<file path="src/rtl/tepq_pkg.sv">
// Shared types and constants for the timed event priority queue.
`timescale 1ns / 1ps

package tepq_pkg;

    localparam int QUEUE_DEPTH = 64;
    localparam int TIME_BITS   = 40;
    localparam int KIND_BITS   = 2;
    localparam int CNT_W       = $clog2(QUEUE_DEPTH + 1);
    localparam int ERR_W       = 2;
    localparam int OCC_W       = 7;

    // Stream payload widths, padded to whole bytes
    localparam int IN_DATA_W   = ((TIME_BITS + KIND_BITS + 7) / 8) * 8;
    localparam int OUT_USED_W  = 1 + TIME_BITS + KIND_BITS + ERR_W + OCC_W;
    localparam int OUT_DATA_W  = ((OUT_USED_W + 7) / 8) * 8;

    // Operation codes
    localparam logic FUNC_INSERT = 1'b0;
    localparam logic FUNC_POP    = 1'b1;

    // Error codes
    localparam logic [ERR_W-1:0] ERR_OK    = 2'd0;
    localparam logic [ERR_W-1:0] ERR_EMPTY = 2'd1;
    localparam logic [ERR_W-1:0] ERR_FULL  = 2'd2;

    typedef struct packed {
        logic [TIME_BITS-1:0] time_us;
        logic [KIND_BITS-1:0] kind;
    } t_entry;

    // Command broadcast to every cell of the chain
    typedef struct packed {
        logic   insert;
        logic   pop;
        t_entry new_entry;
    } t_cell_ctrl;

endpackage

</file>
<file path="src/rtl/tepq_cell.sv">
// One slot of the sorted chain: holds one entry and trades it with its neighbors.
`timescale 1ns / 1ps

module tepq_cell
    import tepq_pkg::*;
(
    input  logic       i_clk,
    input  t_cell_ctrl i_ctrl,
    input  logic       i_occupied,
    input  t_entry     i_left_entry,
    input  logic       i_left_place,
    input  t_entry     i_right_entry,
    output t_entry     o_entry,
    output logic       o_place
);

    t_entry r_entry;
    t_entry n_entry;

    // New event belongs at or before this slot
    assign o_place = !i_occupied || (r_entry.time_us >= i_ctrl.new_entry.time_us);
    assign o_entry = r_entry;

    // Shift right on insert behind the insertion point, shift left on pop
    always_comb begin
        n_entry = r_entry;
        if (i_ctrl.insert) begin
            if (i_left_place) begin
                n_entry = i_left_entry;
            end else if (o_place) begin
                n_entry = i_ctrl.new_entry;
            end
        end else if (i_ctrl.pop) begin
            n_entry = i_right_entry;
        end
    end

    always_ff @(posedge i_clk) begin
        r_entry <= n_entry;
    end

endmodule
</file>
<file path="config.mk">
export PLATFORM = sky130hd
export DESIGN_NAME = tepq_cell
export DESIGN_NICKNAME = d
export VERILOG_FILES = /design/src/rtl/tepq_pkg.sv /design/src/rtl/tepq_cell.sv
export SDC_FILE = /design/constraint.sdc
export NUM_CORES = 1
export LEC_CHECK = 0
export CAP_MARGIN = 20
export CORE_AREA = 5 5 118 120
export DETAILED_ROUTE_END_ITERATION = 8
export DIE_AREA = 0 0 123 125
export DONT_BUFFER_PORTS = 1
export GPL_TIMING_DRIVEN = 0
export SETUP_SLACK_MARGIN = 0.3
export SLEW_MARGIN = 25
export SYNTH_ARGS = -nofsm -noshare
export SYNTH_HDL_FRONTEND = slang
export SYNTH_SLANG_ARGS = --single-unit
export TNS_END_PERCENT = 100
</file>
<file path="constraint.sdc">
create_clock -name i_clk -period 3.52 [get_ports i_clk]
set_input_delay 0.352 -clock i_clk [delete_from_list [all_inputs] [get_ports i_clk]]
set_output_delay 0.352 -clock i_clk [all_outputs]
set_load 0.01 [all_outputs]
</file>
==> impl_metrics.json <==
{
  "grt_util_met3": 0.0492,
  "clock_latency_ns": 0.29,
  "die_h_um": 125,
  "postCtsSetupBuffers": 0,
  "cts_buffer_depth": 2,
  "cts_tree": "done",
  "reg2reg_to": "o_entry[15]$_DFFE_PP_",
  "r2r_slack_ns": 0.58,
  "die_area_mm2": 0.0154,
  "cts_max_level": 2,
  "final_cell_mix": "a21oi_1 (58), nor2_1 (46), mux2i_1 (42), edfxtp_1 (42), inv_1 (41)",
  "via_count": 2424,
  "cts.sink_count": 42,
  "dr.pass1.iters": 4,
  "numPortBuffers": 0,
  "drv_cap": 0,
  "grt_pass1_wl_um": 14100,
  "initial_core_util": 0.243,
  "ys_warn_count": 0,
  "crit_fanout": 25,
  "place_area_mm2": 0.00338,
  "worst_pin_slew_ns": 0.566,
  "die_x_um": 123,
  "synth_nets": 502,
  "crit_type": "flip-flop to flip-flop",
  "num_rows": 42,
  "cp-end-kind": "flip-flop",
  "period_share": 0.836,
  "gp_congestion": 0.707,
  "busiest_layer": "met2",
  "gr-total-overflow": 0,
  "min_from": "i_right_entry[23]",
  "seq_area_frac_synth": 0.402,
  "skew_ns": 0.00683,
  "min_path_type": "input port to flip-flop",
  "tns_ns": 0,
  "dp_hpwl_um": 7840,
  "worstSetupStartpointType": "flip-flop",
  "slew_headroom": 0.623,
  "grt_use_total": 0.121,
  "ys_types": 28,
  "grt_pass1_vias": 2607,
  "cts_root_buffer": "clkbuf_16",
  "drc_errors": 0,
  "yosysTopAreaCell": "edfxtp_1",
  "synth_cells": 331,
  "clkSlewWorstSetupHoldPaths_ns": 0.06,
  "drive_above_1_share": 0.0442,
  "syn_to_final_growth_pct": 12.8,
  "via_per_inst": 4.71,
  "final_max_slew_viol_count": 0,
  "final_area_mm2": 0.00353,
  "numCtsBuffers": 5,
  "final_common_cell": "a21oi_1",
  "status": "finished clean",
  "hold_viol": 0,
  "io_pins": 174,
  "drt_iter0_drc": 53,
  "ant_nets": 0,
  "antenna_found_initial": 0,
  "fin_nets": 510,
  "grt_start_max_net_pins": 26,
  "core_area_mm2": 0.0129,
  "crit_arrival_ns": 2.93,
  "diodes": 0,
  "ys_ff_latch": 42,
  "wl_um": 9380,
  "largest_reg_flops": 42,
  "ir_drop_mv": 0.136,
  "ff2ff_path_depth": 7,
  "required_ns": 3.51,
  "final_util": 0.275,
  "leakagePower_nw": 1.56,
  "yosysTopAreaCellShare": 0.402,
  "post_drt_wl_per_cell_um": 18.2,
  "cellPowerDensity_mw_per_mm2": 398,
  "setup_viol": 0,
  "use_met1": 0.138,
  "rr_startpoint": "o_entry[39]$_DFFE_PP_",
  "rsz0062_at_grt": "no",
  "period_minus_slack_ns": 2.94,
  "max_freq_mhz": 340,
  "use_met2": 0.209,
  "avgSynthCellArea_um2": 9.47,
  "synth_area_leaders": "edfxtp_1 (40%), ha_1 (16%), mux2i_1 (13%)",
  "holdPathEnd": "o_entry[23]$_DFFE_PP_",
  "hold_depth": 2,
  "netlist_area_mm2": 0.00313
}
[cells in the mapped netlist (all sizes together)]
library cell and number:
nor2b 2, nor2 46, or3 1, clkbuf 6
nand4 7, a2bb2oi 1, buf 8, o21ai 7
mux2i 42, o311a 1, a31o 1, inv 41
a21o 1, o211ai 1, a22o 1, edfxtp 42
nor4 2, nor3b 1, ha 40, a21oi 60
nand3 3, nand2 14, and3 1, o32a 1
o21a 1
[logic make-up after synthesis]
family / count (synthesis) / share of synthesized area
AOI/OAI and AO/OA: 75 / 0.131
adders and majority gates: 40 / 0.160
buffers and inverters: 55 / 0.0675
DFF: 42 / 0.402
muxes: 42 / 0.134
and+or+nand+nor: 77 / 0.105
[layer usage]
metal | vias up | wire length [um]
met5 | - | 0
met4 | 0 | 90
met3 | 6 | 870
met2 | 101 | 4600
met1 | 1126 | 3820
li1 | 1191 | -
[metrics by stage]
step	setup WS, ns	cells	hold slack (ns)	power (W)
5_1_grt	0.355	515	0.295	0.00150
4_1_cts	0.327	515	0.278	0.00144
3_3_place_gp	-1.15	507	0.582	0.000956
2_1_floorplan	0.431	331	0.578	0.000882
3_5_place_dp	-0.0924	508	0.591	0.000970
6_report	0.576	515	0.293	0.00141
[worst max path at each step]
stage	cells after the start	slack (ns)	from	to
4_1_cts	7	0.33	o_entry[41]$_DFFE_PP_	o_entry[15]$_DFFE_PP_
5_1_grt	7	0.36	o_entry[41]$_DFFE_PP_	o_entry[15]$_DFFE_PP_
6_report	7	0.58	o_entry[39]$_DFFE_PP_	o_entry[15]$_DFFE_PP_
3_5_place_dp	7	-0.09	o_entry[41]$_DFFE_PP_	o_entry[15]$_DFFE_PP_
2_1_floorplan	6	0.43	o_entry[41]$_DFFE_PP_	o_entry[0]$_DFFE_PP_
3_3_place_gp	6	-1.15	o_entry[41]$_DFFE_PP_	o_entry[14]$_DFFE_PP_
[final cells by class]
| type | instances | area [um2] |
|---|---|---|
| Clock buffer | 7 | 133 |
| Sequential cell | 42 | 1260 |
| Tap cell | 176 | 220 |
| Buffer | 14 | 57.6 |
| Fill cell | 1379 | 9340 |
| Multi-Input combinational cell | 234 | 1690 |
| Timing Repair Buffer | 1 | 20.0 |
| Inverter | 41 | 154 |
[timing repair]
item                                    CTS  global route
hold buffers                              0             0
endpoints found under the setup margin   43            25
resized for setup                         2             1
[where the power goes]
part | switching [W] | internal [W] | total [W]
Sequential | 0.0000616 | 0.000618 | 0.000680
Clock | 0.000193 | 0.000260 | 0.000453
Combinational | 0.000159 | 0.000115 | 0.000274
[critical path: stages (launching register included)]
cell,delay [ns]
edfxtp_1,0.46
ha_1,0.34
nand4_1,0.26
nor4_4,0.50
nand4_1,0.18
a21oi_1,0.25
o32a_4,0.39
buf_12,0.23
Note: power is estimated with default switching activity, not from simulation.
